[src/hw/rtl/tafs_pkg.sv]
// shared widths, constants, control struct and arc tangent table
// for the triangle angle pipeline; no dependencies
package tafs_pkg;

  localparam int SIDE_W          = 16;
  localparam int ANGLE_W         = 16;
  localparam int IN_W            = 3 * SIDE_W;
  localparam int OUT_W           = 3 * ANGLE_W;
  localparam int ANGLE_FRAC_BITS = 8;
  localparam int ACOS_ITER_DEF   = 16;
  localparam int ATAN_LEN        = 24;

  localparam int SQ_W     = 2 * SIDE_W;
  localparam int NUM_W    = SQ_W + 2;
  localparam int DEN_W    = SQ_W + 1;
  localparam int REM_W    = SQ_W + 2;
  localparam int QUO_BITS = 17;
  localparam int COS_W    = QUO_BITS + 1;
  localparam int SIN_W    = QUO_BITS;
  localparam int RAD_W    = 2 * QUO_BITS - 1;
  localparam int ROOT_W   = 2 * QUO_BITS;
  localparam int XY_W     = 34;
  localparam int XY_SHIFT = 14;
  localparam int Z_W      = 26;
  localparam int ZQ_W     = 24;
  localparam int ATAN_W   = 22;

  localparam logic [QUO_BITS-1:0] ONE_Q16    = QUO_BITS'(65536);
  localparam logic [ZQ_W-1:0]     DEG90_Q16  = ZQ_W'(90 * 65536);
  localparam logic [ZQ_W-1:0]     DEG180_Q16 = ZQ_W'(180 * 65536);
  localparam int                  FULL_DEG   = 180 << ANGLE_FRAC_BITS;

  typedef struct packed {
    logic valid;
    logic tri_ok;
  } tafs_ctl_t;

  // atan(2^-i) in degrees, Q16
  function automatic logic [ATAN_W-1:0] atan_deg_q16(input int unsigned idx);
    logic [ATAN_W-1:0] v;
    case (idx)
      0:  v = ATAN_W'(2949120);
      1:  v = ATAN_W'(1740967);
      2:  v = ATAN_W'(919879);
      3:  v = ATAN_W'(466945);
      4:  v = ATAN_W'(234379);
      5:  v = ATAN_W'(117304);
      6:  v = ATAN_W'(58666);
      7:  v = ATAN_W'(29335);
      8:  v = ATAN_W'(14668);
      9:  v = ATAN_W'(7334);
      10: v = ATAN_W'(3667);
      11: v = ATAN_W'(1833);
      12: v = ATAN_W'(917);
      13: v = ATAN_W'(458);
      14: v = ATAN_W'(229);
      15: v = ATAN_W'(115);
      16: v = ATAN_W'(57);
      17: v = ATAN_W'(29);
      18: v = ATAN_W'(14);
      19: v = ATAN_W'(7);
      20: v = ATAN_W'(4);
      21: v = ATAN_W'(2);
      22: v = ATAN_W'(1);
      default: v = '0;
    endcase
    return v;
  endfunction

endpackage

[src/hw/rtl/tafs_sine.sv]
// sine lane: sin = sqrt(1 - cos^2) with a pipelined integer square root,
// one result bit per stage; depends on tafs_pkg
module tafs_sine (
  input  logic                               clk,
  input  logic                               rst,
  input  logic                               en,
  input  tafs_pkg::tafs_ctl_t                in_ctl,
  input  logic signed [tafs_pkg::COS_W-1:0]  cos_in,
  output tafs_pkg::tafs_ctl_t                out_ctl,
  output logic signed [tafs_pkg::COS_W-1:0]  cos_out,
  output logic [tafs_pkg::SIN_W-1:0]         sin_q16
);
  import tafs_pkg::*;

  localparam int STEPS = SIN_W;
  localparam logic [RAD_W-1:0] ONE_SQ = RAD_W'(1) << (2 * (SIN_W - 1));

  tafs_ctl_t                ctl_m;
  logic signed [COS_W-1:0]  cos_m;
  logic [RAD_W-1:0]         msq;
  logic [SIN_W-1:0]         cmag;

  tafs_ctl_t                r_ctl [0:STEPS];
  logic signed [COS_W-1:0]  r_cos [0:STEPS];
  logic [RAD_W-1:0]         r_v   [0:STEPS];
  logic [ROOT_W-1:0]        r_res [0:STEPS];
  logic [ROOT_W-1:0]        bitv  [1:STEPS];
  logic [ROOT_W-1:0]        trial [1:STEPS];
  logic                     fits  [1:STEPS];

  assign cmag = cos_in[COS_W-1] ? SIN_W'(-cos_in) : SIN_W'(cos_in);

  // trial subtraction for each root bit
  always_comb begin
    for (int k = 1; k <= STEPS; k++) begin
      bitv[k]  = ROOT_W'(1) << (2 * (SIN_W - k));
      trial[k] = r_res[k-1] + bitv[k];
      fits[k]  = ({1'b0, r_v[k-1]} >= trial[k]);
    end
  end

  always_ff @(posedge clk) begin
    if (rst) begin
      ctl_m <= '0;
      for (int k = 0; k <= STEPS; k++) r_ctl[k] <= '0;
    end else if (en) begin
      ctl_m    <= in_ctl;
      r_ctl[0] <= ctl_m;
      for (int k = 1; k <= STEPS; k++) r_ctl[k] <= r_ctl[k-1];
    end
  end

  always_ff @(posedge clk) begin
    if (en) begin
      cos_m    <= cos_in;
      msq      <= RAD_W'(cmag) * RAD_W'(cmag);
      r_cos[0] <= cos_m;
      r_v[0]   <= ONE_SQ - msq;
      r_res[0] <= '0;
      for (int k = 1; k <= STEPS; k++) begin
        r_cos[k] <= r_cos[k-1];
        if (fits[k]) begin
          r_v[k]   <= RAD_W'({1'b0, r_v[k-1]} - trial[k]);
          r_res[k] <= (r_res[k-1] >> 1) + bitv[k];
        end else begin
          r_v[k]   <= r_v[k-1];
          r_res[k] <= r_res[k-1] >> 1;
        end
      end
    end
  end

  assign out_ctl = r_ctl[STEPS];
  assign cos_out = r_cos[STEPS];
  assign sin_q16 = r_res[STEPS][SIN_W-1:0];

endmodule

[config.mk]
export PLATFORM = sky130hd
export DESIGN_NAME = tafs_sine
export DESIGN_NICKNAME = d
export VERILOG_FILES = /design/src/hw/rtl/tafs_pkg.sv /design/src/hw/rtl/tafs_sine.sv
export SDC_FILE = /design/constraint.sdc
export NUM_CORES = 2
export LEC_CHECK = 0
export BUFFER_PORTS_ARGS = -buffer_cell sky130_fd_sc_hd__buf_2
export CORE_ASPECT_RATIO = 0.5
export CORE_MARGIN = 1
export CORE_UTILIZATION = 60
export CTS_CLUSTER_SIZE = 28
export DETAILED_ROUTE_END_ITERATION = 6
export GPL_TIMING_DRIVEN = 0
export HOLD_SLACK_MARGIN = 0.02
export PLACE_DENSITY = 0.75
export SKIP_LAST_GASP = 1
export SLEW_MARGIN = 20
export SYNTH_ARGS = -nofsm -noshare
export SYNTH_HDL_FRONTEND = slang
export SYNTH_SLANG_ARGS = --single-unit
[constraint.sdc]
create_clock -name clk -period 20.8 [get_ports clk]
set_clock_uncertainty 0.1 [all_clocks]
set_input_delay 4.16 -clock clk [delete_from_list [all_inputs] [get_ports clk]]
set_output_delay 4.16 -clock clk [all_outputs]
set_load 0.01 [all_outputs]
==> results.ini <==
[outcome]
run_status = finished clean

[sta]
relSlewSlack = 0.2956
hold_viol = 0
min_period_ns = 12.49
worst_pin_slew_ns = 1.057
fin_crit_sh = 0.6004
slew_violations = 0
rsz0062_at_grt = false
max_freq_mhz = 80.08
fin_setup_tns_ns = 0
setup_slack_ns = 8.312
setup_violations = 0

[grt]
antenna_found_initial = 0
grt_pass1_vias = 31065
grtUsageTotal = 0.2153
grt_pass1_wl_um = 153500
grt_max_degree = 115
grt_remaining_overflow = 0

[critical_path]
crit_type = in -> reg
cp-start-kind = input pin
crit_top_cell = fa_1
arrival_ns = 12.81
critPathCaptureType = register
crit_fanout = 11
slowest_delay_ns = 0.80
critPathSlowestCell = xnor2_1
cp.required_ns = 21.12
reg2reg_depth = 8

[synth]
yosysWarningCount = 0
synth_nets = 4404
synth_edf_count = 1105
netlist_instances = 3918
synth_top_area_cell = edfxtp_1
synthArstFlopShare = 0
seq_area_frac_synth = 0.6175
synth.distinct_cells = 90
yosys-top-cells-area = edfxtp_1, fa_1, ha_1, inv_1, xnor2_1
synthFlopType = edfxtp_1
synth_area_sq_um = 53800
syn_avg_cell_area_sq_um = 13.73
ys_ff_latch = 1107
yosysTopAreaCellShare = 0.6168

[final_layout]
final_cell_mix = edfxtp_1, inv_1, ha_1
final_common_cell = edfxtp_1
antenna_cells = 0
areaGrowthSynthToFinish_pct = 9.710
drive_gt1_frac = 0.08019
num-fill-cells = 6035
layout.nets = 4576

[placed_design]
io_buffers = 59
gp_congestion = 0.9604
hpwl_um = 68850
dp_slack_ns = 7.753

[route]
drtAntennaViolNets = 0
via_per_inst = 5.530
vias = 29584
drcViolationCount = 0
routed_wirelength_um = 94440
drt_pass1_iterations = 5
routedWlPerCell_um = 17.65
drt_iter0_drc = 1552

[clocking]
cts_max_path_buffers = 3
cts.clk_slew.worst_paths_ns = 0.07
cts_resized = 0
cts_buffers = 93
cts-root-buf = clkbuf_16
cts_hold_buf = 0
cts_tree = done
htree_levels = 3
insertion_delay_ns = 0.67
cts_sinks = 1107
post-cts-setup-buffers = 0

[floorplan]
num_rows = 77
start_util = 0.6076
dieWidth_um = 425.5
dieHeight_um = 213.7
io_pins = 60
dieArea_sq_um = 90930
placeableCoreArea_sq_um = 88540

[power]
peakVddDrop_uv = 362.6
p_per_area_nw_per_um2 = 155.3
power.leakage_nw = 23.34

[flow_run]
cap_viol_max_count = 0

[hold_path]
hold_depth = 0
holdCritPathClass = reg -> reg

[logic make-up (layout without fill, tap and decap cells)]
group,count (synthesis),after routing,share of synthesized area
XOR/XNOR,285,285,0.04682
AO/OA/AOI/OAI,527,527,0.06249
flip-flops,1107,1107,0.6175
AND/OR/NAND/NOR,954,954,0.09129
multiplexers,32,32,0.006861
adder cells (fa/ha/maj),463,463,0.1345
buffers and inverters,550,797,0.04052
[sequential cells by signal, summed over array words and instances, names as in the netlist]
name   cells
r_v      544
r_cos    323
r_res    153
r_ctl     36
msq       31
cos_m     18
ctl_m      2
[layer usage]
| metal | track usage | up-vias | part of all wire |
|---|---|---|---|
| met5 | 0 | - | 0 |
| met4 | 0.1054 | 0 | 0.047 |
| met3 | 0.03262 | 238 | 0.035 |
| met2 | 0.4132 | 615 | 0.53 |
| met1 | 0.2322 | 14340 | 0.38 |
| li1 | - | 14391 | - |
[synth_stat cells (10+ instances only)]
cell / n
a211oi_1: 16
a21o_1: 59
a21oi_1: 155
a31oi_1: 13
and2_1: 46
and3_1: 13
buf_2: 12
buf_4: 20
clkbuf_1: 50
edfxtp_1: 1105
fa_1: 192
ha_1: 271
inv_1: 447
inv_2: 10
mux2_2: 12
nand2_1: 233
nand2b_1: 49
nand3_1: 43
nand4_1: 24
nand4b_1: 12
nor2_1: 215
nor2b_1: 25
nor3_1: 87
nor4_1: 79
nor4b_1: 21
o211ai_1: 13
o21a_1: 46
o21ai_0: 116
o31a_1: 10
o31ai_1: 21
or3_1: 39
xnor2_1: 145
xor2_1: 137
[path summary, 6_finish.rpt]
check / from / end / slack, ns
hold reg to reg: r_cos[7][1] / r_cos[8][1] / 0.31
setup reg to reg: r_v[5][56] / r_v[6][29] / 17.11
setup / recovery: cos_in[0] / msq[26] / 8.31
hold / removal: r_cos[7][1] / r_cos[8][1] / 0.31
[per-stage QoR]
step	power (mW)	area [sq um]	hold slack [ns]	std cells	util
floorplan	6.452	53800	0.3003	3918	-
global placement	7.347	55570	0.3003	5162	0.6277
detailed placement	7.450	56000	0.3045	5180	0.6324
CTS	9.220	59010	0.3071	5350	0.6665
global route	9.934	59020	0.3168	5350	0.6666
finish	9.165	59020	0.3096	5350	0.6666
[report_power, final]
| group | switching (mW) | internal [mW] |
|---|---|---|
| clock | 0.769 | 0.963 |
| combinational | 2.44 | 1.85 |
| sequential | 0.154 | 2.98 |
[worst max-delay path, delay by kind of cell]
kind	cells	cell delay, ns
and+or+nand+nor	9	1.89
adders and majority gates	8	3.64
AOI/OAI and AO/OA	2	0.73
xor gates and xnor gates	1	0.80
buffers and inverters	9	1.56
[layout make-up]
cell class                      count  area, sq um  area share
Buffer                             87        460.4    0.007801
Timing Repair Buffer               77        688.2     0.01166
Multi-Input combinational cell   2261        18410      0.3119
Sequential cell                  1107        33220      0.5629
Tap cell                         1185         1483     0.02512
Inverter                          463         1740     0.02949
Clock inverter                     56        538.0    0.009116
Clock buffer                      114         2479     0.04200
Power figures use the tool's default switching activity.
