==> config.mk <==
export PLATFORM = sky130hd
export DESIGN_NAME = tafs_cordic
export DESIGN_NICKNAME = d
export VERILOG_FILES = /design/src/hw/rtl/tafs_pkg.sv /design/src/hw/rtl/tafs_cordic.sv
export SDC_FILE = /design/constraint.sdc
export NUM_CORES = 2
export LEC_CHECK = 0
export ABC_CLOCK_PERIOD_IN_PS = 11700
export BUFFER_PORTS_ARGS = -buffer_cell sky130_fd_sc_hd__buf_2
export CORE_ASPECT_RATIO = 2
export CORE_MARGIN = 2
export CORE_UTILIZATION = 60
export CTS_CLUSTER_SIZE = 40
export DETAILED_ROUTE_END_ITERATION = 8
export HOLD_SLACK_MARGIN = 0.06
export PLACE_DENSITY_LB_ADDON = 0.2
export SLEW_MARGIN = 20
export SYNTH_ARGS = -nofsm -noshare
export SYNTH_HDL_FRONTEND = slang
export SYNTH_SLANG_ARGS = --single-unit
==> constraint.sdc <==
create_clock -name clk -period 11.7 [get_ports clk]
set_input_delay 1.755 -clock clk [delete_from_list [all_inputs] [get_ports clk]]
set_output_delay 1.755 -clock clk [all_outputs]
set_load 0.02 [all_outputs]
==> src/hw/rtl/tafs_pkg.sv <==
// shared widths, constants, control struct and arc tangent table
// for the triangle angle pipeline; no dependencies
package tafs_pkg;

  localparam int SIDE_W          = 16;
  localparam int ANGLE_W         = 16;
  localparam int IN_W            = 3 * SIDE_W;
  localparam int OUT_W           = 3 * ANGLE_W;
  localparam int ANGLE_FRAC_BITS = 8;
  localparam int ACOS_ITER_DEF   = 16;
  localparam int ATAN_LEN        = 24;

  localparam int SQ_W     = 2 * SIDE_W;
  localparam int NUM_W    = SQ_W + 2;
  localparam int DEN_W    = SQ_W + 1;
  localparam int REM_W    = SQ_W + 2;
  localparam int QUO_BITS = 17;
  localparam int COS_W    = QUO_BITS + 1;
  localparam int SIN_W    = QUO_BITS;
  localparam int RAD_W    = 2 * QUO_BITS - 1;
  localparam int ROOT_W   = 2 * QUO_BITS;
  localparam int XY_W     = 34;
  localparam int XY_SHIFT = 14;
  localparam int Z_W      = 26;
  localparam int ZQ_W     = 24;
  localparam int ATAN_W   = 22;

  localparam logic [QUO_BITS-1:0] ONE_Q16    = QUO_BITS'(65536);
  localparam logic [ZQ_W-1:0]     DEG90_Q16  = ZQ_W'(90 * 65536);
  localparam logic [ZQ_W-1:0]     DEG180_Q16 = ZQ_W'(180 * 65536);
  localparam int                  FULL_DEG   = 180 << ANGLE_FRAC_BITS;

  typedef struct packed {
    logic valid;
    logic tri_ok;
  } tafs_ctl_t;

  // atan(2^-i) in degrees, Q16
  function automatic logic [ATAN_W-1:0] atan_deg_q16(input int unsigned idx);
    logic [ATAN_W-1:0] v;
    case (idx)
      0:  v = ATAN_W'(2949120);
      1:  v = ATAN_W'(1740967);
      2:  v = ATAN_W'(919879);
      3:  v = ATAN_W'(466945);
      4:  v = ATAN_W'(234379);
      5:  v = ATAN_W'(117304);
      6:  v = ATAN_W'(58666);
      7:  v = ATAN_W'(29335);
      8:  v = ATAN_W'(14668);
      9:  v = ATAN_W'(7334);
      10: v = ATAN_W'(3667);
      11: v = ATAN_W'(1833);
      12: v = ATAN_W'(917);
      13: v = ATAN_W'(458);
      14: v = ATAN_W'(229);
      15: v = ATAN_W'(115);
      16: v = ATAN_W'(57);
      17: v = ATAN_W'(29);
      18: v = ATAN_W'(14);
      19: v = ATAN_W'(7);
      20: v = ATAN_W'(4);
      21: v = ATAN_W'(2);
      22: v = ATAN_W'(1);
      default: v = '0;
    endcase
    return v;
  endfunction

endpackage

==> src/hw/rtl/tafs_cordic.sv <==
// vectoring cordic: angle of (cos, sin) in degrees Q16, one rotation per
// stage, clamped to [0, 180]; depends on tafs_pkg
module tafs_cordic #(
  parameter int ITERS = tafs_pkg::ACOS_ITER_DEF
) (
  input  logic                               clk,
  input  logic                               rst,
  input  logic                               en,
  input  tafs_pkg::tafs_ctl_t                in_ctl,
  input  logic signed [tafs_pkg::COS_W-1:0]  cos_in,
  input  logic [tafs_pkg::SIN_W-1:0]         sin_in,
  output tafs_pkg::tafs_ctl_t                out_ctl,
  output logic [tafs_pkg::ZQ_W-1:0]          angle_q16
);
  import tafs_pkg::*;

  tafs_ctl_t               c_ctl [0:ITERS];
  logic signed [XY_W-1:0]  c_x   [0:ITERS];
  logic signed [XY_W-1:0]  c_y   [0:ITERS];
  logic signed [Z_W-1:0]   c_z   [0:ITERS];
  logic signed [XY_W-1:0]  xs    [1:ITERS];
  logic signed [XY_W-1:0]  ys    [1:ITERS];
  logic signed [Z_W-1:0]   step  [1:ITERS];
  logic signed [XY_W-1:0]  x_in, y_in;

  assign x_in = XY_W'(cos_in) <<< XY_SHIFT;
  assign y_in = $signed(XY_W'(sin_in)) <<< XY_SHIFT;

  always_comb begin
    for (int k = 1; k <= ITERS; k++) begin
      xs[k]   = c_x[k-1] >>> (k - 1);
      ys[k]   = c_y[k-1] >>> (k - 1);
      step[k] = $signed(Z_W'(atan_deg_q16(k - 1)));
    end
  end

  always_ff @(posedge clk) begin
    if (rst) begin
      for (int k = 0; k <= ITERS; k++) c_ctl[k] <= '0;
      out_ctl <= '0;
    end else if (en) begin
      c_ctl[0] <= in_ctl;
      for (int k = 1; k <= ITERS; k++) c_ctl[k] <= c_ctl[k-1];
      out_ctl <= c_ctl[ITERS];
    end
  end

  always_ff @(posedge clk) begin
    if (en) begin
      // left half plane: pre-rotate by 90 degrees
      if (x_in < 0) begin
        c_x[0] <= y_in;
        c_y[0] <= -x_in;
        c_z[0] <= $signed(Z_W'(DEG90_Q16));
      end else begin
        c_x[0] <= x_in;
        c_y[0] <= y_in;
        c_z[0] <= '0;
      end
      for (int k = 1; k <= ITERS; k++) begin
        if (c_y[k-1] > 0) begin
          c_x[k] <= c_x[k-1] + ys[k];
          c_y[k] <= c_y[k-1] - xs[k];
          c_z[k] <= c_z[k-1] + step[k];
        end else begin
          c_x[k] <= c_x[k-1] - ys[k];
          c_y[k] <= c_y[k-1] + xs[k];
          c_z[k] <= c_z[k-1] - step[k];
        end
      end
      // clamp to [0, 180] degrees
      if (c_z[ITERS] < 0)
        angle_q16 <= '0;
      else if (c_z[ITERS] > $signed(Z_W'(DEG180_Q16)))
        angle_q16 <= DEG180_Q16;
      else
        angle_q16 <= ZQ_W'(c_z[ITERS]);
    end
  end

endmodule

==> results.py <==
metrics = {
    "worst_setup_path": {
        "reg2reg_from": "c_y[8][14]",
        "critPathSlowestCell": "nor3_1",
        "critPathBufInv": 3,
        "critPathRequiredTime_ns": 12.29,
        "cp_max_fo": 17,
        "startpoint_type": "register",
        "criticalPathCategory": "register to register",
        "r2r_end": "c_y[9][33]",
        "cp-end-kind": "register",
        "cpLargestDelayFamily": "simple AND/OR/NAND/NOR gates",
        "r2r_slack_ns": 3.12,
        "cp-startpoint": "c_y[8][14]",
        "slowest_delay_ns": 0.78,
        "arrival_ns": 9.17,
        "crit_chain": "or4_1, nor3_1, nand3_1, nor4_2, nand2_1, nor2_1, o21ai_4, buf_4, inv_1, buf_4, a31oi_1, xor2_1, ha_1, and4_1, and3_1, o21ai_0, a21oi_1, o221ai_1, a31oi_1, nand4_1, nand4b_1, a21oi_1, xor2_1",
        "reg2regPathDepth": 23,
    },
    "die": {
        "core-area_mm2": 0.181,
        "die_y_um": 609,
        "die_area_mm2": 0.186,
        "fp.dieW_um": 306,
        "io_pins": 66,
        "start_util_pct": 60.4,
        "rows": 221,
    },
    "route": {
        "drt-initial-drc-count": 6361,
        "avgRoutedWirePerCell_um": 26.7,
        "drt_first_pass_iters": 8,
        "dr_total_vias": 90857,
        "drc": 0,
        "drt-total-wl_um": 372000,
        "antenna_left": 0,
        "vias_per_cell": 6.52,
    },
    "global_route": {
        "grt_pass1_wl_um": 554000,
        "grt_pass1_vias": 93131,
        "grt_use_total_pct": 39.8,
        "grt_start_max_net_pins": 102,
        "antenna_found_initial": 25,
        "grt.met2_usage_pct": 73.8,
        "grt_busiest_layer": "met2",
        "grt_use_met3_pct": 11.6,
        "grt_remaining_overflow": 0,
        "use_met1_pct": 29.3,
    },
    "cts": {
        "clock_latency_ns": 0.85,
        "cts_root_buf": "clkbuf_16",
        "cts_buffer_depth": 4,
        "cts_resized": 0,
        "ctsHoldBuffers": 0,
        "cts_setup_buffers": 0,
        "clk_pin_slew_ns": 0.07,
        "cts_tree": "built",
        "clkSinkCount": 1330,
        "cts_made_buffers": 143,
        "htree_levels": 4,
    },
    "sta": {
        "rsz0062_at_grt": "false",
        "tns_ns": 0,
        "finalSetupViolCount": 0,
        "hold_viol_final": 0,
        "skew_ns": 0.0579,
        "max_slew_margin_pct": 15.0,
        "tightest_slew_ns": 1.26,
        "min_period_over_period_pct": 73.3,
        "fmax_ghz": 0.117,
        "report.final.slew_viol_count": 0,
        "fin_crit_ns": 8.58,
    },
    "placed_design": {
        "dpl_cell_area_mm2": 0.113,
        "hpwl_um": 288000,
        "gp_congestion": 1.09,
        "portBuffers": 64,
    },
    "synthesis": {
        "syn_inst": 11384,
        "postSynth.asyncResetShare_pct": 0,
        "netlist-cell-type-count": 106,
        "yosys_most_used_dff": "edfxtp_1",
        "ys_ff_latch": 1330,
        "syn_avg_cell_area_um2": 9.63,
        "synth_warnings": 0,
        "synth_area_mm2": 0.110,
        "ys_seq_area_share_pct": 36.4,
        "synth_edf_count": 1328,
    },
    "flow_run": {
        "drv_cap": 0,
    },
    "finish": {
        "final_cell_area_mm2": 0.118,
        "syn_to_final_growth_pct": 7.37,
        "drive_gt1_share_pct": 4.96,
        "final_nets": 12768,
    },
    "hold_path": {
        "hold_path_end": "c_z[6][2]",
        "hold_path_class": "register to register",
        "holdPathStages": 0,
        "hp-start": "c_z[5][2]",
    },
    "status": {
        "outcome": "completed",
    },
}
[worst reg2reg max path, delay by kind of cell (launching register included)]
kind	cells	cell delay, ns
AND/OR/NAND/NOR	10	4.10
buffers and inverters	3	1.07
XOR/XNOR	2	0.33
AO/OA/AOI/OAI	7	2.02
flip-flops	1	0.49
adder cells (fa/ha/maj)	1	0.35
[cells by family after synthesis]
family	share of synthesized area, %
simple gates	13.9
xor+xnor	13.1
other cells	0.00342
buf+inv	2.47
compound gates	18.8
fa+ha+maj	14.4
mux	0.851
flops	36.4
[placed cells by master, fill, tap and decap left out, drive strengths merged, types with 33 or more instances in the layout]
master and n:
edfxtp 1328, ha 1213, xnor2 1066, a21oi 1013
nor2 886, o21ai 720, nand2 704, xor2 579
inv 518, a21o 427, nor3 285, nand3 191
nand2b 189, o21a 182, o31ai 171, nor2b 169
clkbuf 163, buf 145, or3 140, o21bai 117
nor4 107, a31oi 101, and2 100, and3 78
a211oi 74, or4 66, nand4 59, o41ai 57
or2 57, clkinv 50, a21boi 49, mux2 47
o211ai 47, o31a 46, mux2i 40, fa 33
[how the worst max path moves through the flow]
stage	endpoint	depth (start not counted)
2_1_floorplan	c_y[11][32]	22
3_3_place_gp	c_x[11][33]	23
3_5_place_dp	c_x[11][33]	23
4_1_cts	c_x[11][33]	23
5_1_grt	c_x[11][33]	22
6_report	c_y[9][33]	23
[flip-flops by register name (all words and copies together) (netlist names)]
register and flops:
out_ctl 2, c_z 366, angle_q16 23, c_ctl 34, c_y 475, c_x 430
[routing by layer]
layer	share of wire, %	wire length (um)
met1	27	99400
met2	52	195000
met3	6.2	23200
met4	15	54300
met5	0.013	48
[Yosys cell counts, types with 189 or more instances]
cell type  number  share of area (%)
nand3_1       190               0.87
a21oi_1      1009                4.6
xor2_1        579                4.6
xnor2_1      1066                8.5
o21ai_0       658                3.0
nor3_1        281                1.3
nor2_1        884                3.0
a21o_1        427                2.9
nand2_1       702                2.4
inv_1         503                1.7
ha_1         1213                 14
nand2b_1      189                1.1
edfxtp_1     1328                 36
[cell type report]
| class | count | area [um2] |
|---|---|---|
| multi-input cells | 9348 | 67200 |
| fillers | 14559 | 63700 |
| flip-flops and latches | 1330 | 39900 |
| clock buffers | 162 | 3730 |
| well taps | 2341 | 2930 |
| inverters | 513 | 1930 |
| repair buffers | 146 | 1020 |
| clock inverters | 84 | 902 |
| diodes | 19 | 47.5 |
[stage by stage]
| stage | utilization [%] | cells | hold WS, ns | worst slack, ns |
|---|---|---|---|---|
| after floorplan | - | 11385 | 0.400 | 5.21 |
| after global placement | 62.2 | 13670 | 0.406 | 3.44 |
| after detailed placement | 62.2 | 13670 | 0.414 | 3.37 |
| after CTS | 64.7 | 13916 | 0.416 | 3.35 |
| after global routing | 64.9 | 13925 | 0.436 | 2.88 |
| final | 64.9 | 13943 | 0.420 | 3.12 |
Power is not shown: default switching activity piles up to over one toggle a cycle in this logic, so the estimate is an artifact.
