`src/hw/rtl/tafs_pkg.sv`:
```
// shared widths, constants, control struct and arc tangent table
// for the triangle angle pipeline; no dependencies
package tafs_pkg;

  localparam int SIDE_W          = 16;
  localparam int ANGLE_W         = 16;
  localparam int IN_W            = 3 * SIDE_W;
  localparam int OUT_W           = 3 * ANGLE_W;
  localparam int ANGLE_FRAC_BITS = 8;
  localparam int ACOS_ITER_DEF   = 16;
  localparam int ATAN_LEN        = 24;

  localparam int SQ_W     = 2 * SIDE_W;
  localparam int NUM_W    = SQ_W + 2;
  localparam int DEN_W    = SQ_W + 1;
  localparam int REM_W    = SQ_W + 2;
  localparam int QUO_BITS = 17;
  localparam int COS_W    = QUO_BITS + 1;
  localparam int SIN_W    = QUO_BITS;
  localparam int RAD_W    = 2 * QUO_BITS - 1;
  localparam int ROOT_W   = 2 * QUO_BITS;
  localparam int XY_W     = 34;
  localparam int XY_SHIFT = 14;
  localparam int Z_W      = 26;
  localparam int ZQ_W     = 24;
  localparam int ATAN_W   = 22;

  localparam logic [QUO_BITS-1:0] ONE_Q16    = QUO_BITS'(65536);
  localparam logic [ZQ_W-1:0]     DEG90_Q16  = ZQ_W'(90 * 65536);
  localparam logic [ZQ_W-1:0]     DEG180_Q16 = ZQ_W'(180 * 65536);
  localparam int                  FULL_DEG   = 180 << ANGLE_FRAC_BITS;

  typedef struct packed {
    logic valid;
    logic tri_ok;
  } tafs_ctl_t;

  // atan(2^-i) in degrees, Q16
  function automatic logic [ATAN_W-1:0] atan_deg_q16(input int unsigned idx);
    logic [ATAN_W-1:0] v;
    case (idx)
      0:  v = ATAN_W'(2949120);
      1:  v = ATAN_W'(1740967);
      2:  v = ATAN_W'(919879);
      3:  v = ATAN_W'(466945);
      4:  v = ATAN_W'(234379);
      5:  v = ATAN_W'(117304);
      6:  v = ATAN_W'(58666);
      7:  v = ATAN_W'(29335);
      8:  v = ATAN_W'(14668);
      9:  v = ATAN_W'(7334);
      10: v = ATAN_W'(3667);
      11: v = ATAN_W'(1833);
      12: v = ATAN_W'(917);
      13: v = ATAN_W'(458);
      14: v = ATAN_W'(229);
      15: v = ATAN_W'(115);
      16: v = ATAN_W'(57);
      17: v = ATAN_W'(29);
      18: v = ATAN_W'(14);
      19: v = ATAN_W'(7);
      20: v = ATAN_W'(4);
      21: v = ATAN_W'(2);
      22: v = ATAN_W'(1);
      default: v = '0;
    endcase
    return v;
  endfunction

endpackage

```
`src/hw/rtl/tafs_cosine.sv`:
```
// cosine lane: squares, law of cosines terms and a pipelined restoring divider
// giving a signed Q1.16 cosine; depends on tafs_pkg
module tafs_cosine (
  input  logic                                clk,
  input  logic                                rst,
  input  logic                                en,
  input  tafs_pkg::tafs_ctl_t                 in_ctl,
  input  logic [tafs_pkg::SIDE_W-1:0]         side_p,
  input  logic [tafs_pkg::SIDE_W-1:0]         side_q,
  input  logic [tafs_pkg::SIDE_W-1:0]         side_r,
  output tafs_pkg::tafs_ctl_t                 out_ctl,
  output logic signed [tafs_pkg::COS_W-1:0]   cos_q16
);
  import tafs_pkg::*;

  localparam int STEPS = QUO_BITS;

  tafs_ctl_t               ctl1, ctl2;
  logic [SQ_W-1:0]         sq_p, sq_q, sq_r, prod_qr;
  logic signed [NUM_W-1:0] num;
  logic [DEN_W-1:0]        den2;
  logic [NUM_W-1:0]        num_mag;

  tafs_ctl_t               d_ctl  [0:STEPS];
  logic [REM_W-1:0]        d_rem  [0:STEPS];
  logic [QUO_BITS-1:0]     d_quo  [0:STEPS];
  logic [DEN_W-1:0]        d_den  [0:STEPS];
  logic                    d_neg  [0:STEPS];
  logic                    d_zero [0:STEPS];
  logic                    d_sat  [0:STEPS];
  logic [REM_W-1:0]        rem_sh [1:STEPS];
  logic                    ge     [1:STEPS];

  logic [QUO_BITS:0]       q_round;
  logic [QUO_BITS-1:0]     mag_val;

  // magnitude of the numerator
  assign num_mag = num[NUM_W-1] ? NUM_W'(-num) : NUM_W'(num);

  // one quotient bit per stage
  always_comb begin
    for (int k = 1; k <= STEPS; k++) begin
      rem_sh[k] = {d_rem[k-1][REM_W-2:0], 1'b0};
      ge[k]     = (rem_sh[k] >= {1'b0, d_den[k-1]});
    end
  end

  // control travels with the data
  always_ff @(posedge clk) begin
    if (rst) begin
      ctl1 <= '0;
      ctl2 <= '0;
      for (int k = 0; k <= STEPS; k++) d_ctl[k] <= '0;
      out_ctl <= '0;
    end else if (en) begin
      ctl1     <= in_ctl;
      ctl2     <= ctl1;
      d_ctl[0] <= ctl2;
      for (int k = 1; k <= STEPS; k++) d_ctl[k] <= d_ctl[k-1];
      out_ctl  <= d_ctl[STEPS];
    end
  end

  // payload stages
  always_ff @(posedge clk) begin
    if (en) begin
      sq_p    <= side_p * side_p;
      sq_q    <= side_q * side_q;
      sq_r    <= side_r * side_r;
      prod_qr <= side_q * side_r;
      num     <= $signed({2'b00, sq_q}) + $signed({2'b00, sq_r}) - $signed({2'b00, sq_p});
      den2    <= {prod_qr, 1'b0};
      d_rem[0]  <= REM_W'(num_mag);
      d_quo[0]  <= '0;
      d_den[0]  <= den2;
      d_neg[0]  <= num[NUM_W-1];
      d_zero[0] <= (num_mag == '0);
      d_sat[0]  <= (den2 == '0) || (num_mag >= NUM_W'(den2));
      for (int k = 1; k <= STEPS; k++) begin
        d_rem[k]  <= ge[k] ? rem_sh[k] - {1'b0, d_den[k-1]} : rem_sh[k];
        d_quo[k]  <= {d_quo[k-1][QUO_BITS-2:0], ge[k]};
        d_den[k]  <= d_den[k-1];
        d_neg[k]  <= d_neg[k-1];
        d_zero[k] <= d_zero[k-1];
        d_sat[k]  <= d_sat[k-1];
      end
      cos_q16 <= d_neg[STEPS] ? -$signed({1'b0, mag_val}) : $signed({1'b0, mag_val});
    end
  end

  // round the 17-bit quotient to Q16 and apply special cases
  assign q_round = {1'b0, d_quo[STEPS]} + (QUO_BITS+1)'(1);
  always_comb begin
    if (d_zero[STEPS])     mag_val = '0;
    else if (d_sat[STEPS]) mag_val = ONE_Q16;
    else                   mag_val = q_round[QUO_BITS:1];
  end

endmodule

```
`config.mk`:
```
export PLATFORM = sky130hd
export DESIGN_NAME = tafs_cosine
export DESIGN_NICKNAME = d
export VERILOG_FILES = /design/src/hw/rtl/tafs_pkg.sv /design/src/hw/rtl/tafs_cosine.sv
export SDC_FILE = /design/constraint.sdc
export NUM_CORES = 2
export LEC_CHECK = 0
export ABC_AREA = 1
export ABC_CLOCK_PERIOD_IN_PS = 17400
export BUFFER_PORTS_ARGS = -buffer_cell sky130_fd_sc_hd__buf_2
export CORE_AREA = 2 2 463 465
export DETAILED_ROUTE_END_ITERATION = 10
export DIE_AREA = 0 0 465 467
export PLACE_DENSITY = 0.75
export SYNTH_ARGS = -nofsm -noshare
export SYNTH_HDL_FRONTEND = slang
export SYNTH_SLANG_ARGS = --single-unit
export TNS_END_PERCENT = 30
```
`constraint.sdc`:
```
create_clock -name clk -period 17.4 [get_ports clk]
set_input_delay 2.61 -clock clk [delete_from_list [all_inputs] [get_ports clk]]
set_output_delay 2.61 -clock clk [all_outputs]
set_load 0.03 [all_outputs]
```
==> metrics.log <==
INFO  metric synth_area_per_inst = 8.653 um^2
INFO  metric critPathMostFrequentCell = sky130_fd_sc_hd__fa_1
INFO  metric holdPathStages = 0
INFO  metric num-nets-final = 16147
INFO  metric grt_util_met1 = 0.4516
INFO  metric antenna_found_initial = 8
INFO  metric post-synth-top-count-cell = sky130_fd_sc_hd__nand2_1
INFO  metric detail_route.wirelength = 342900 um
INFO  metric worst-endpoint-required = 17.95 ns
INFO  metric timing.critical_path.to_type = flop
INFO  metric wire_length_of_the_first_global_routing_pass = 535600 um
INFO  metric htree_num_levels = 4
INFO  metric path_cells = buf_2 -> nand2_1 -> fa_1 -> fa_1 -> inv_1 -> fa_1 -> fa_1 -> fa_1 -> inv_1 -> fa_1 -> inv_1 -> ha_1 -> a21oi_1 -> o21ai_0 -> o21bai_1 -> a21oi_1 -> o21ai_0 -> xor2_1
INFO  metric max_freq = 0.1322 GHz
INFO  metric clock_slew_at_the_register_clock_pins_of_the_worst_setup_and_hold_paths = 0.07 ns
INFO  metric fp.dieW = 465 um
INFO  metric share_of_flip_flops_with_an_asynchronous_set_or_reset = 0
INFO  metric slowest_delay = 0.64 ns
INFO  metric met3_usage = 0.04494
INFO  metric cpMaxStageDelayCell = sky130_fd_sc_hd__buf_2
INFO  metric worst-endpoint-arrival = 8.11 ns
INFO  metric drive_above_1_share = 0.03917
INFO  metric cts_resized = 0
INFO  metric drc = 0
INFO  metric syn-instance-count = 14371
INFO  metric syn_to_final_growth = 6.869%
INFO  metric cp_max_fo = 32
INFO  metric num_rows = 169
INFO  metric worstHoldStart = d_quo[3][0]$_DFFE_PP_
INFO  metric dominantRegCellSynth = sky130_fd_sc_hd__edfxtp_1
INFO  metric vias_per_cell = 5.618
INFO  metric cts-hold-fix-buffers = 0
INFO  metric grt_pass1_vias = 94104
INFO  metric cts_tree = done
INFO  metric setup.worst_path.start_class = input port
INFO  metric timing.final.max_slew_violations = 0
INFO  metric drv_cap = 0
INFO  metric routed_via_count = 97348
INFO  metric hpwl = 274100 um
INFO  metric cts_setup_buffers = 0
INFO  metric finalSetupTns = 0 ns
INFO  metric layout.filler_cells = 18108
INFO  metric grt_setup_unrepaired = false
INFO  metric gr-usage-met2 = 0.4974
INFO  metric endpoint_of_the_worst_register_to_register_path = d_rem[11][10]$_DFFE_PP_
INFO  metric synth.top_cells.by_area = sky130_fd_sc_hd__edfxtp_1 (37%), sky130_fd_sc_hd__fa_1 (12%), sky130_fd_sc_hd__nand2_1 (10%), sky130_fd_sc_hd__ha_1 (10%), sky130_fd_sc_hd__inv_1 (8.2%)
INFO  metric ys_top_cells_by_count = sky130_fd_sc_hd__nand2_1 (3403), sky130_fd_sc_hd__inv_1 (2723), sky130_fd_sc_hd__edfxtp_1 (1541)
INFO  metric criticalPathCategory = in2reg
INFO  metric hold_class = reg2reg
INFO  metric final-hold-violation-count = 0
INFO  metric gp_routability_congestion = 0.9841
INFO  metric ys_types = 59
INFO  metric synth.cell_area = 124300 um^2
INFO  metric clock_insertion_delay_worst_skew = 0.85 ns
INFO  metric numClockSinks = 1547
INFO  metric num_cts_buffers = 169
INFO  metric grt.overflow.total = 0
INFO  metric placement.io_buffers = 72
INFO  metric design.portCount = 73
INFO  metric gr-max-usage-layer = met2
INFO  metric tightestPinTransition = 0.9886 ns
INFO  metric timing.final.crit_share = 0.4347
INFO  metric yosys.area.top_type = sky130_fd_sc_hd__edfxtp_1
INFO  metric maximum_number_of_pins_on_one_net_before_global_route_repair = 117
INFO  metric detail-route-antenna-nets = 0
INFO  metric fp.coreArea = 211700 um^2
INFO  metric timing.max_slew.rel_slack = 0.3409
INFO  metric synth_fp_nets = 16161
INFO  metric start_util = 0.5875
INFO  metric synthesis.yosys.warnings = 0
INFO  metric routedWlPerCell = 19.79 um
INFO  metric yosysSeqAreaShare = 0.3731
INFO  metric post-synth-top-area-fraction = 0.3721
INFO  metric synth.ff_latch_count = 1547
INFO  metric synth_edf_count = 1541
INFO  metric firstDrtPassIters = 7
INFO  metric worst_r2r_startpoint = d_den[10][3]$_DFFE_PP_
INFO  metric report.final.setup_viol = 0
INFO  metric clk_tree_root_cell = sky130_fd_sc_hd__clkbuf_16
INFO  metric min_delay_worst_endpoint = d_quo[4][1]$_DFFE_PP_
INFO  metric floorplan.die.height = 467 um
INFO  metric run_status = complete, no violations
INFO  metric grt_util_all_layers = 0.3152
INFO  metric die_area = 217200 um^2
INFO  metric reg2reg_setup_slack = 13.44 ns
INFO  metric detailedRoute.firstIterationViolations = 9823
INFO  metric final.setup_skew = 0.07559 ns
INFO  metric cts-root-to-sink-buffers = 3
INFO  metric r2r_cells = 12
INFO  metric finalWorstPathRequiredPeriod = 7.563 ns
## layout by cell type, fill, tap and decap left out, drive strengths merged, types with 19 or more instances in the layout
master,n
nor2,978
a21oi,911
xor2,412
nor4,38
nor3,145
bufinv,21
o21ai,562
clkinvlp,19
nand3,854
buf,105
nand4,125
ha,1011
clkinv,76
clkbuf,187
a21o,59
a21boi,57
o21bai,83
o211ai,65
nand3b,31
inv,2749
nand2,3448
fa,726
xnor2,157
a31oi,37
o21a,46
edfxtp,1541
## cells by family (layout without fill, tap and decap cells)
family          after synthesis  in the layout  share of synthesized area
buf+inv                    3026           3157                    0.09508
flops                      1547           1547                     0.3731
compound gates             1856           1856                    0.08418
xor+xnor                    569            569                    0.04008
simple gates               5635           5635                     0.1889
other cells                   1              7                 0.00003016
fa+ha+maj                  1737           1737                     0.2186
## layout make-up
cell class                      count  area, um^2  share of cell area
Multi-Input combinational cell   9798       66150              0.4978
Tap cell                         2821        3530             0.02656
Antenna cell                        6       15.01           0.0001130
Clock buffer                      187        4339             0.03265
Timing Repair Buffer              105       623.1            0.004689
Clock inverter                    129        1565             0.01178
Sequential cell                  1547       46390              0.3491
Inverter                         2736       10270             0.07728
## routing by layer
layer  share of wire  vias to the layer above
li1                -                    46579
met1            0.44                    46349
met2            0.45                     3834
met3           0.079                      580
met4           0.034                        6
met5         0.00011                        -
## worst max-delay path by stage
stage | endpoint | start | slack [ns] | cells past startpoint
6_report | sq_r[26]$_DFFE_PP_ | side_r[2] | 9.84 | 18
4_1_cts | sq_q[27]$_DFFE_PP_ | side_q[12] | 9.90 | 18
5_1_grt | sq_q[30]$_DFFE_PP_ | side_q[5] | 9.57 | 19
2_1_floorplan | sq_p[22]$_DFFE_PP_ | side_p[13] | 9.61 | 20
3_3_place_gp | sq_q[25]$_DFFE_PP_ | side_q[9] | 9.11 | 25
3_5_place_dp | sq_q[27]$_DFFE_PP_ | side_q[12] | 9.06 | 18
## worst max-delay path, delay by kind of cell
kind / cells / cell delay, ns
AO/OA/AOI/OAI: 5 / 0.92
XOR/XNOR: 1 / 0.17
adder cells (fa/ha/maj): 7 / 3.37
buffers and inverters: 4 / 0.79
AND/OR/NAND/NOR: 1 / 0.25
## through the flow
stage	setup WS, ns	instances	util	hold WS (ns)	instance area (um^2)
finish	9.837	17329	0.6278	0.3771	132900
global route	9.566	17325	0.6278	0.3848	132900
CTS	9.899	17323	0.6278	0.3766	132900
detailed placement	9.061	17007	0.5999	0.4045	127000
global placement	9.110	17007	0.5999	0.4004	127000
floorplan	9.610	14371	-	0.4003	124300
## flip-flops by register name (all words and copies together) (netlist names), 31 cells and up
signal	flops
d_ctl	36
sq_r	31
num	34
prod_qr	32
sq_q	31
d_den	544
sq_p	31
den2	32
d_rem	545
d_quo	153
Power is left out: the tool's default activity adds up to more than one toggle a clock period on the data nets, which glitch-free logic cannot reach.
